## src/hdl/pse_pkg.sv

```systemverilog
// ----------------------------------------------------------------------------
// pse_pkg: shared types and constants of the postfix stack evaluator
// Token kinds, operator codes, status codes and the request and response
// words between the sequencer and the arithmetic unit.
// ----------------------------------------------------------------------------
package pse_pkg;

  localparam int STACK_DEPTH_DEF = 16;
  localparam int VALUE_W         = 32;

  localparam logic [1:0] MODE_PUSH   = 2'd0;
  localparam logic [1:0] MODE_OPER   = 2'd1;
  localparam logic [1:0] MODE_FINISH = 2'd2;

  localparam logic [VALUE_W-1:0] Q_ONE       = 32'h0001_0000;
  localparam logic [VALUE_W-1:0] Q_MINUS_ONE = 32'hFFFF_0000;
  localparam logic [VALUE_W-1:0] Q_MAX       = 32'h7FFF_FFFF;
  localparam logic [VALUE_W-1:0] Q_MIN       = 32'h8000_0000;

  typedef enum logic [2:0] {
    OP_ADD = 3'd0,
    OP_SUB = 3'd1,
    OP_MUL = 3'd2,
    OP_DIV = 3'd3,
    OP_MOD = 3'd4,
    OP_POW = 3'd5
  } op_t;

  typedef enum logic [2:0] {
    ST_OK       = 3'd0,
    ST_OVERFLOW = 3'd1,
    ST_UNDERFLOW = 3'd2,
    ST_DIVZERO  = 3'd3,
    ST_BADEXP   = 3'd4
  } status_t;

  typedef struct packed {
    logic               start;
    op_t                op;
    logic [VALUE_W-1:0] a;    // left-hand side (second popped)
    logic [VALUE_W-1:0] b;    // right-hand side (first popped)
  } alu_req_t;

  typedef struct packed {
    logic               done;
    logic [VALUE_W-1:0] value;
    logic               sat;
    logic               dz;
    logic               bad;
  } alu_rsp_t;

endpackage

```

## src/hdl/pse_ram.sv

```systemverilog
// ----------------------------------------------------------------------------
// pse_ram: generic single-port-write, single-port-read RAM
// One write and one registered read per cycle.
// ----------------------------------------------------------------------------
module pse_ram #(
  parameter int WIDTH = 32,
  parameter int DEPTH = 16,
  localparam int AW = (DEPTH > 1) ? $clog2(DEPTH) : 1
) (
  input  logic             clk,
  input  logic             wen,
  input  logic [AW-1:0]    waddr,
  input  logic [WIDTH-1:0] wdata,
  input  logic [AW-1:0]    raddr,
  output logic [WIDTH-1:0] rdata
);

  logic [WIDTH-1:0] mem [DEPTH];
  logic [WIDTH-1:0] rdata_r;

  always_ff @(posedge clk) begin
    if (wen) begin
      mem[waddr] <= wdata;
    end
    rdata_r <= mem[raddr];
  end

  assign rdata = rdata_r;

endmodule

```

## src/hdl/pse_alu.sv

```systemverilog
// ----------------------------------------------------------------------------
// pse_alu: shared Q16.16 arithmetic unit
// Add/sub in one pass, multiply and power through one registered multiplier,
// divide and modulo through a one-bit-per-cycle restoring divider.
// ----------------------------------------------------------------------------
module pse_alu (
  input  logic               clk,
  input  logic               rst_n,
  input  pse_pkg::alu_req_t  req,
  output pse_pkg::alu_rsp_t  rsp
);

  typedef enum logic [2:0] {
    A_IDLE,
    A_MUL,
    A_SAT,
    A_DIV,
    A_FIX
  } astate_t;

  astate_t            state_r;
  pse_pkg::op_t       op_r;
  logic [31:0]        acc_r;
  logic [31:0]        base_r;
  logic signed [63:0] prod_r;
  logic [47:0]        quo_r;
  logic [31:0]        rem_r;
  logic [31:0]        dsr_r;
  logic [5:0]         step_r;
  logic               neg_r;
  logic               done_r;
  logic [31:0]        value_r;
  logic               sat_r;
  logic               dz_r;
  logic               bad_r;

  logic [32:0]        sum_s;
  logic               sum_ovf;
  logic [31:0]        sum_val;
  logic [31:0]        abs_a;
  logic [31:0]        abs_b;
  logic [16:0]        ia;
  logic [16:0]        ib;
  logic [16:0]        neg_ia;
  logic [16:0]        neg_ib;
  logic [15:0]        abs_ia;
  logic [15:0]        abs_ib;
  logic signed [63:0] shifted;
  logic               mul_ovf;
  logic [31:0]        mul_val;
  logic [32:0]        rem_sh;
  logic [33:0]        diff;
  logic               q_bit;
  logic [31:0]        rem_next;
  logic               div_ovf;
  logic [31:0]        div_val;
  logic [31:0]        mod_pos;
  logic [31:0]        mod_val;
  logic               exp_bad;

  always_comb begin
    if (req.op == pse_pkg::OP_SUB) begin
      sum_s = {req.a[31], req.a} - {req.b[31], req.b};
    end else begin
      sum_s = {req.a[31], req.a} + {req.b[31], req.b};
    end
    sum_ovf = sum_s[32] != sum_s[31];
    sum_val = sum_ovf ? (sum_s[32] ? pse_pkg::Q_MIN : pse_pkg::Q_MAX) : sum_s[31:0];

    abs_a = req.a[31] ? 32'(-req.a) : req.a;
    abs_b = req.b[31] ? 32'(-req.b) : req.b;

    // integer parts truncated toward zero
    ia     = {req.a[31], req.a[31:16]} + 17'(req.a[31] && (req.a[15:0] != '0));
    ib     = {req.b[31], req.b[31:16]} + 17'(req.b[31] && (req.b[15:0] != '0));
    neg_ia = -ia;
    neg_ib = -ib;
    abs_ia = ia[16] ? neg_ia[15:0] : ia[15:0];
    abs_ib = ib[16] ? neg_ib[15:0] : ib[15:0];

    exp_bad = (req.b[15:0] != '0) || req.b[31] || (req.b[30:21] != '0);

    shifted = prod_r >>> 16;
    mul_ovf = !((&shifted[63:31]) || (~|shifted[63:31]));
    mul_val = mul_ovf ? (shifted[63] ? pse_pkg::Q_MIN : pse_pkg::Q_MAX) : shifted[31:0];

    rem_sh   = {rem_r, quo_r[47]};
    diff     = {1'b0, rem_sh} - {2'b00, dsr_r};
    q_bit    = !diff[33];
    rem_next = q_bit ? diff[31:0] : rem_sh[31:0];

    div_ovf = neg_r ? (quo_r > 48'h0000_8000_0000) : (quo_r > 48'h0000_7FFF_FFFF);
    if (div_ovf) begin
      div_val = neg_r ? pse_pkg::Q_MIN : pse_pkg::Q_MAX;
    end else begin
      div_val = neg_r ? 32'(-quo_r[31:0]) : quo_r[31:0];
    end

    mod_pos = {rem_r[15:0], 16'h0000};
    mod_val = neg_r ? 32'(-mod_pos) : mod_pos;
  end

  always_ff @(posedge clk) begin
    if (!rst_n) begin
      state_r <= A_IDLE;
      done_r  <= 1'b0;
      sat_r   <= 1'b0;
      dz_r    <= 1'b0;
      bad_r   <= 1'b0;
    end else begin
      done_r <= 1'b0;
      unique case (state_r)
        A_IDLE: begin
          if (req.start) begin
            op_r  <= req.op;
            sat_r <= 1'b0;
            dz_r  <= 1'b0;
            bad_r <= 1'b0;
            unique case (req.op)
              pse_pkg::OP_ADD, pse_pkg::OP_SUB: begin
                value_r <= sum_val;
                sat_r   <= sum_ovf;
                done_r  <= 1'b1;
              end
              pse_pkg::OP_MUL: begin
                acc_r   <= req.b;
                base_r  <= req.a;
                step_r  <= 6'd1;
                state_r <= A_MUL;
              end
              pse_pkg::OP_DIV: begin
                if (req.b == '0) begin
                  value_r <= '0;
                  dz_r    <= 1'b1;
                  done_r  <= 1'b1;
                end else begin
                  quo_r   <= {abs_a, 16'h0000};
                  rem_r   <= '0;
                  dsr_r   <= abs_b;
                  neg_r   <= req.a[31] ^ req.b[31];
                  step_r  <= 6'd48;
                  state_r <= A_DIV;
                end
              end
              pse_pkg::OP_MOD: begin
                if (ib == '0) begin
                  value_r <= '0;
                  dz_r    <= 1'b1;
                  done_r  <= 1'b1;
                end else begin
                  quo_r   <= {abs_ia, 32'h0000_0000};
                  rem_r   <= '0;
                  dsr_r   <= {16'h0000, abs_ib};
                  neg_r   <= ia[16];
                  step_r  <= 6'd16;
                  state_r <= A_DIV;
                end
              end
              pse_pkg::OP_POW: begin
                if (exp_bad) begin
                  value_r <= '0;
                  bad_r   <= 1'b1;
                  done_r  <= 1'b1;
                end else if (req.b[20:16] == '0) begin
                  value_r <= pse_pkg::Q_ONE;
                  done_r  <= 1'b1;
                end else begin
                  acc_r   <= pse_pkg::Q_ONE;
                  base_r  <= req.a;
                  step_r  <= {1'b0, req.b[20:16]};
                  state_r <= A_MUL;
                end
              end
              default: begin
                value_r <= '0;
                done_r  <= 1'b1;
              end
            endcase
          end
        end
        A_MUL: begin
          prod_r  <= $signed(acc_r) * $signed(base_r);
          state_r <= A_SAT;
        end
        A_SAT: begin
          acc_r <= mul_val;
          sat_r <= sat_r | mul_ovf;
          if (step_r == 6'd1) begin
            value_r <= mul_val;
            done_r  <= 1'b1;
            state_r <= A_IDLE;
          end else begin
            step_r  <= step_r - 6'd1;
            state_r <= A_MUL;
          end
        end
        A_DIV: begin
          quo_r  <= {quo_r[46:0], q_bit};
          rem_r  <= rem_next;
          step_r <= step_r - 6'd1;
          if (step_r == 6'd1) begin
            state_r <= A_FIX;
          end
        end
        A_FIX: begin
          if (op_r == pse_pkg::OP_MOD) begin
            value_r <= mod_val;
          end else begin
            value_r <= div_val;
            sat_r   <= div_ovf;
          end
          done_r  <= 1'b1;
          state_r <= A_IDLE;
        end
        default: begin
          state_r <= A_IDLE;
        end
      endcase
    end
  end

  assign rsp = '{done: done_r, value: value_r, sat: sat_r, dz: dz_r, bad: bad_r};

endmodule

```

## src/hdl/postfix_stack_evaluator.sv

```systemverilog
// ----------------------------------------------------------------------------
// postfix_stack_evaluator: Q16.16 postfix expression evaluator
// Token sequencer over a RAM stack, driving the shared arithmetic unit.
// ----------------------------------------------------------------------------
// Each accepted token (start high while busy is low) gives exactly one result
// word, shown for one cycle with out_valid high; the receiver cannot stall, so
// it must take every strobe. A push, an unused operator code or an unused mode
// gives its result in the cycle after acceptance and busy stays low, so
// tokens of this kind may come back to back. A finish token holds busy
// through one registered stack read. An operator token holds busy through its
// two stack reads and a load state, then the arithmetic unit: add/subtract in
// one pass, multiply through the registered multiplier and a saturation step,
// divide and modulo through the restoring divider (one quotient bit a cycle,
// then a sign fixup), power by one multiply per exponent step for exponents
// 1..31; exponent 0, a bad exponent and a zero divisor answer directly. The
// result strobes as busy falls. No clearing pass is needed after reset.
module postfix_stack_evaluator #(
  parameter int STACK_DEPTH = pse_pkg::STACK_DEPTH_DEF
) (
  input  logic        clk,
  input  logic        rst_n,
  input  logic        start,
  output logic        busy,
  input  logic [1:0]  in_mode,
  input  logic [2:0]  in_op_code,
  input  logic [31:0] in_operand_value,
  output logic        out_valid,
  output logic [31:0] out_result_value,
  output logic [2:0]  out_status,
  output logic [4:0]  out_stack_depth
);

  localparam int AW = (STACK_DEPTH > 1) ? $clog2(STACK_DEPTH) : 1;
  localparam int CW = $clog2(STACK_DEPTH + 1);

  typedef enum logic [2:0] {
    S_IDLE,
    S_POP_FIRST,
    S_POP_SECOND,
    S_LOAD,
    S_CALC,
    S_FINISH
  } state_t;

  state_t            state_r;
  logic [CW-1:0]     cnt_r;
  pse_pkg::op_t      op_r;
  logic              fin_r;
  logic              f1_r;
  logic              f2_r;
  logic              under_r;
  logic [31:0]       first_r;
  logic              out_valid_r;
  logic [31:0]       out_value_r;
  pse_pkg::status_t  out_status_r;
  logic [4:0]        out_depth_r;

  logic              accept;
  logic              ram_wen;
  logic [AW-1:0]     ram_waddr;
  logic [31:0]       ram_wdata;
  logic [AW-1:0]     ram_raddr;
  logic [31:0]       ram_rdata;
  logic [CW-1:0]     cnt_dec;
  logic [CW-1:0]     cnt_inc;
  logic              stack_full;
  logic [31:0]       second_val;
  pse_pkg::alu_req_t alu_req;
  pse_pkg::alu_rsp_t alu_rsp;

  assign busy       = state_r != S_IDLE;
  assign accept     = start && !busy;
  assign cnt_dec    = cnt_r - CW'(1);
  assign cnt_inc    = cnt_r + CW'(1);
  assign stack_full = cnt_r >= CW'(STACK_DEPTH);
  assign ram_raddr  = cnt_dec[AW-1:0];
  assign second_val = f2_r ? ram_rdata : pse_pkg::Q_MINUS_ONE;

  always_comb begin
    ram_wen   = 1'b0;
    ram_waddr = cnt_r[AW-1:0];
    ram_wdata = in_operand_value;
    if (accept && (in_mode == pse_pkg::MODE_PUSH) && !stack_full) begin
      ram_wen = 1'b1;
    end else if ((state_r == S_CALC) && alu_rsp.done) begin
      ram_wen   = 1'b1;
      ram_wdata = alu_rsp.value;
    end
  end

  assign alu_req = '{start: state_r == S_LOAD, op: op_r, a: second_val, b: first_r};

  pse_ram #(
    .WIDTH(32),
    .DEPTH(STACK_DEPTH)
  ) u_stack (
    .clk  (clk),
    .wen  (ram_wen),
    .waddr(ram_waddr),
    .wdata(ram_wdata),
    .raddr(ram_raddr),
    .rdata(ram_rdata)
  );

  pse_alu u_alu (
    .clk  (clk),
    .rst_n(rst_n),
    .req  (alu_req),
    .rsp  (alu_rsp)
  );

  always_ff @(posedge clk) begin
    if (!rst_n) begin
      state_r     <= S_IDLE;
      cnt_r       <= '0;
      out_valid_r <= 1'b0;
    end else begin
      out_valid_r <= 1'b0;
      unique case (state_r)
        S_IDLE: begin
          if (accept) begin
            under_r <= 1'b0;
            op_r    <= pse_pkg::op_t'(in_op_code);
            if (in_mode == pse_pkg::MODE_PUSH) begin
              out_valid_r <= 1'b1;
              out_value_r <= in_operand_value;
              if (stack_full) begin
                out_status_r <= pse_pkg::ST_OVERFLOW;
                out_depth_r  <= 5'(cnt_r);
              end else begin
                out_status_r <= pse_pkg::ST_OK;
                out_depth_r  <= 5'(cnt_inc);
                cnt_r        <= cnt_inc;
              end
            end else if ((in_mode == pse_pkg::MODE_OPER) && (in_op_code <= pse_pkg::OP_POW)) begin
              fin_r   <= 1'b0;
              state_r <= S_POP_FIRST;
            end else if (in_mode == pse_pkg::MODE_FINISH) begin
              fin_r   <= 1'b1;
              state_r <= S_POP_FIRST;
            end else begin
              out_valid_r  <= 1'b1;
              out_value_r  <= '0;
              out_status_r <= pse_pkg::ST_OK;
              out_depth_r  <= 5'(cnt_r);
            end
          end
        end
        S_POP_FIRST: begin
          f1_r <= cnt_r != '0;
          if (cnt_r == '0) begin
            under_r <= 1'b1;
          end else begin
            cnt_r <= cnt_dec;
          end
          state_r <= fin_r ? S_FINISH : S_POP_SECOND;
        end
        S_POP_SECOND: begin
          first_r <= f1_r ? ram_rdata : pse_pkg::Q_MINUS_ONE;
          f2_r    <= cnt_r != '0;
          if (cnt_r == '0) begin
            under_r <= 1'b1;
          end else begin
            cnt_r <= cnt_dec;
          end
          state_r <= S_LOAD;
        end
        S_LOAD: begin
          state_r <= S_CALC;
        end
        S_CALC: begin
          if (alu_rsp.done) begin
            cnt_r       <= cnt_inc;
            out_valid_r <= 1'b1;
            out_value_r <= alu_rsp.value;
            out_depth_r <= 5'(cnt_inc);
            priority if (under_r) begin
              out_status_r <= pse_pkg::ST_UNDERFLOW;
            end else if (alu_rsp.dz) begin
              out_status_r <= pse_pkg::ST_DIVZERO;
            end else if (alu_rsp.bad) begin
              out_status_r <= pse_pkg::ST_BADEXP;
            end else if (alu_rsp.sat) begin
              out_status_r <= pse_pkg::ST_OVERFLOW;
            end else begin
              out_status_r <= pse_pkg::ST_OK;
            end
            state_r <= S_IDLE;
          end
        end
        S_FINISH: begin
          out_valid_r  <= 1'b1;
          out_value_r  <= f1_r ? ram_rdata : pse_pkg::Q_MINUS_ONE;
          out_status_r <= under_r ? pse_pkg::ST_UNDERFLOW : pse_pkg::ST_OK;
          out_depth_r  <= 5'(cnt_r);
          state_r      <= S_IDLE;
        end
        default: begin
          state_r <= S_IDLE;
        end
      endcase
    end
  end

  assign out_valid        = out_valid_r;
  assign out_result_value = out_value_r;
  assign out_status       = out_status_r;
  assign out_stack_depth  = out_depth_r;

endmodule

```

## config.mk

```make
export PLATFORM = sky130hd
export DESIGN_NAME = postfix_stack_evaluator
export DESIGN_NICKNAME = d
export VERILOG_FILES = /design/src/hdl/pse_pkg.sv /design/src/hdl/pse_ram.sv /design/src/hdl/pse_alu.sv /design/src/hdl/postfix_stack_evaluator.sv
export SDC_FILE = /design/constraint.sdc
export NUM_CORES = 2
export LEC_CHECK = 0
export ABC_AREA = 1
export BUFFER_PORTS_ARGS = -buffer_cell sky130_fd_sc_hd__buf_2
export CELL_PAD_IN_SITES_DETAIL_PLACEMENT = 1
export CELL_PAD_IN_SITES_GLOBAL_PLACEMENT = 1
export CORE_ASPECT_RATIO = 0.9
export CORE_MARGIN = 8
export CORE_UTILIZATION = 45
export DETAILED_ROUTE_END_ITERATION = 10
export HOLD_SLACK_MARGIN = 0.12
export PLACE_DENSITY = 0.75
export SLEW_MARGIN = 0
export SYNTH_ARGS = -nofsm -noshare
export SYNTH_HDL_FRONTEND = slang
export SYNTH_SLANG_ARGS = --single-unit
```

## constraint.sdc

```tcl
create_clock -name clk -period 7.3 [get_ports clk]
set_input_delay 1.095 -clock clk [delete_from_list [all_inputs] [get_ports clk]]
set_output_delay 1.095 -clock clk [all_outputs]
set_load 0.005 [all_outputs]
```

==> metrics.md <==
| Metric | Value |
|---|---|
| Input/output buffers | 81 |
| Compound-gate portion of the synthesized area | 9.02% |
| Worst Hold Path Cells | 2 |
| Slew headroom | 1.50% |
| Worst-Margin Slew | 1.47 ns |
| Largest net degree at the start of global routing | 110 |
| Register-to-Register Path Depth | 25 |
| Worst-path clk slew | 0.07 ns |
| Commonest non-fill, non-tap cell in the layout | inv_1 |
| H-tree depth | 3 |
| Synthesized area per cell | 8.97 sq um |
| Yosys reg bits | 905 |
| CP dominant cell by count | fa_1 |
| # IOs | 82 |
| Post-DP HPWL | 234 mm |
| Area of the die | 197,000 sq um |
| Starting Density | 45.1% |
| Iter 0 DRT Violations | 5,514 |
| Crit end category | flop |
| Final Setup Violations | 0 |
| Sink Count | 905 |
| Minimum clock period | 7.27 ns |
| Crit path DAT | 7.72 ns |
| Worst min path class | reg -> reg |
| Post-synth cell types | 60 |
| Multi-input logic area | 47,900 sq um |
| Clock Latency Late Sink | 0.77 ns |
| Cell Rows | 149 |
| Critical path data required time | 7.75 ns |
| Clock Path Buffers | 3 |
| Gr busiest metal | met2 |
| Outcome | completed |
| Via density | 5.63 |
| M1 GR Usage | 39.1% |
| GR met3 Demand/Resource | 3.75% |
| Wirelength per Cell | 26.2 um |
| Final worst-path cycle share | 99.6% |
| Core ar. | 183,000 sq um |
| DR DRC count | 0 |
| EDFF count, synth | 857 |
| Fin nets | 10,768 |
| RSZ-0062 raised after global routing | true |
| Max-Cap Viols | 0 |
| First-pass GRT wire length | 458 mm |
| CP max stage cell | fa_1 |
| Hold Fails Final Rpt | 0 |
| P_leak | 0.0436 uW |
| Synth area leaders | edfxtp_1, fa_1, inv_1 |
| Area leader, netlist | edfxtp_1 |
| Simple-gate area share of the yosys netlist | 15.3% |
| Share of post-route cells with drive strength above 1 | 10.8% |
| Final setup skew | 0.0870 ns |
| Most used DFF post-synth | edfxtp_1 |
| Largest family of logic cells by synthesized area | adder cells |
| Synth top area share | 31.3% |
| Final Core Density | 51.2% |
| Met2 Use GR | 52.0% |
| Syn Nets | 10,560 |
| Peak VDD IR | 0.278 mV |
| Initial antenna violation count | 12 |
| Slowest stage delay, CP | 0.62 ns |
| Final wirelength | 311 mm |
| Final slew viol count | 0 |
| Syn-to-layout area delta | 13.6% |
| Die Width | 467 um |
| CP Launch Type | flop |
| Vias in the first global route | 73,272 |
| Synth Area in XOR/XNOR | 2.03% |
| Pre-CTS setup slack | -0.250 ns |
| Overflow after GRT | 0 |
| Synth Area in Adders | 30.3% |
| Worst setup margin | 0.0288 ns |
| Most frequent cells in the layout | inv_1, nand2_1, fa_1 |
| Setup CP Type | reg -> reg |
| Num CTS Buffers | 98 |
| Post-DRT Antenna Nets | 0 |
| Cell area power density | 191 nW/um^2 |
| Worst Path Max Fanout | 15 |
| Gpl congestion | 0.998 |
| Sequential share of the synthesized area | 32.4% |
| Mux contribution to synthesized area | 0% |
| Global-route usage over all layers | 30.6% |
| CTS tree | yes |
| DRT Pass-1 Iters | 6 |
| Final hold slack | 0.484 ns |
| Root buf cell | clkbuf_16 |
| Via count | 66,912 |
| Ys async rst share | 0% |
| Cell Area, Synth | 82,300 sq um |
| Die Y | 422 um |
| Fmax | 138 MHz |
| Sequential cell area | 26,700 sq um |
| Number of synthesis warnings | 0 |
| Syn Inst Count | 9,176 |
| FILL cells | 20,897 |
-- cell usage after synthesis, drive strengths merged, types with 24 or more instances --
| master | count |
|---|---|
| dfxtp | 48 |
| inv | 1947 |
| fa | 1083 |
| nand4 | 54 |
| clkbuf | 379 |
| nor2 | 748 |
| nor3 | 78 |
| buf | 38 |
| nand3 | 297 |
| o22ai | 37 |
| o211ai | 41 |
| xor2 | 133 |
| nand2 | 1858 |
| o221ai | 143 |
| ha | 261 |
| edfxtp | 857 |
| a31oi | 45 |
| a21oi | 276 |
| xnor2 | 55 |
| o31ai | 32 |
| o21ai | 646 |
| nor4 | 24 |
-- path summary, 6_finish.rpt --
kind,start,to,slack (ns)
min,u_alu.bad_r$_SDFFE_PN0P_,u_alu.bad_r$_SDFFE_PN0P_,0.48
max,u_alu.base_r[22]$_DFFE_PP_,u_alu.prod_r[48]$_DFFE_PP_,0.03
max reg2reg,u_alu.base_r[22]$_DFFE_PP_,u_alu.prod_r[48]$_DFFE_PP_,0.03
min reg2reg,u_alu.bad_r$_SDFFE_PN0P_,u_alu.bad_r$_SDFFE_PN0P_,0.48
-- what timing repair did --
| action | 4_1_cts | 5_1_grt |
|---|---|---|
| cloned | 0 | 8 |
| setup buffers | 0 | 68 |
| endpoints found under the setup margin | 20 | 34 |
| hold buffers | 0 | 0 |
| pin swaps | 2 | 64 |
| gates resized for setup | 36 | 244 |
-- worst max-delay path: cells and delay by family, from the launching register on --
family | cells | cell delay (ns)
adders and majority gates | 9 | 4.38
buffers and inverters | 8 | 0.98
and+or+nand+nor | 5 | 0.56
DFF | 1 | 0.47
AOI/OAI and AO/OA | 2 | 0.39
xor gates and xnor gates | 1 | 0.13
-- layer usage --
layer,up-vias,wire length [um]
met2,2328,151000
met4,8,17900
met1,34726,124000
li1,29216,-
met5,-,46
met3,634,18800
-- final cells by class --
cell class / instances / share of cell area [%]
clock buffers: 133 / 2.86
diodes: 4 / 0.0107
flip-flops and latches: 905 / 28.6
inverters: 1953 / 7.85
clock inverters: 51 / 0.886
multi-input cells: 5901 / 51.2
repair buffers: 525 / 5.39
well taps: 2416 / 3.23
-- metrics by stage --
stage | setup TNS [ns] | instances | area, sq um | total power (uW)
floorplan | 0 | 9176 | 82300 | 9560
global placement | -0.494 | 11624 | 88100 | 11900
detailed placement | -1.21 | 11624 | 88100 | 12000
CTS | -0.155 | 11808 | 91700 | 17500
global route | -1.77 | 11884 | 93500 | 18500
finish | 0 | 11888 | 93500 | 17900
-- state kept, by name, summed over array words and instances (netlist names), 3 cells and up --
signal / flops
cnt_r: 5
state_r: 3
u_alu.quo_r: 48
u_alu.base_r: 32
u_stack.rdata: 32
u_alu.rem_r: 32
u_alu.value_r: 32
first_r: 32
u_stack.mem: 512
out_result_value: 32
u_alu.state_r: 3
u_alu.prod_r: 48
u_alu.op_r: 3
out_stack_depth: 5
out_status: 3
op_r: 3
u_alu.dsr_r: 32
u_alu.acc_r: 32
u_alu.step_r: 6
-- kinds of logic after synthesis --
family | count (synthesis)
simple gates | 3086
xor+xnor | 188
buf+inv | 2370
flops | 905
fa+ha+maj | 1344
compound gates | 1283
-- report_power, final --
part	internal, uW	switching [uW]
combinational	2020	4230
sequential	5980	225
clock	3150	2290
No activity file was read; power rests on OpenSTA's default activity.
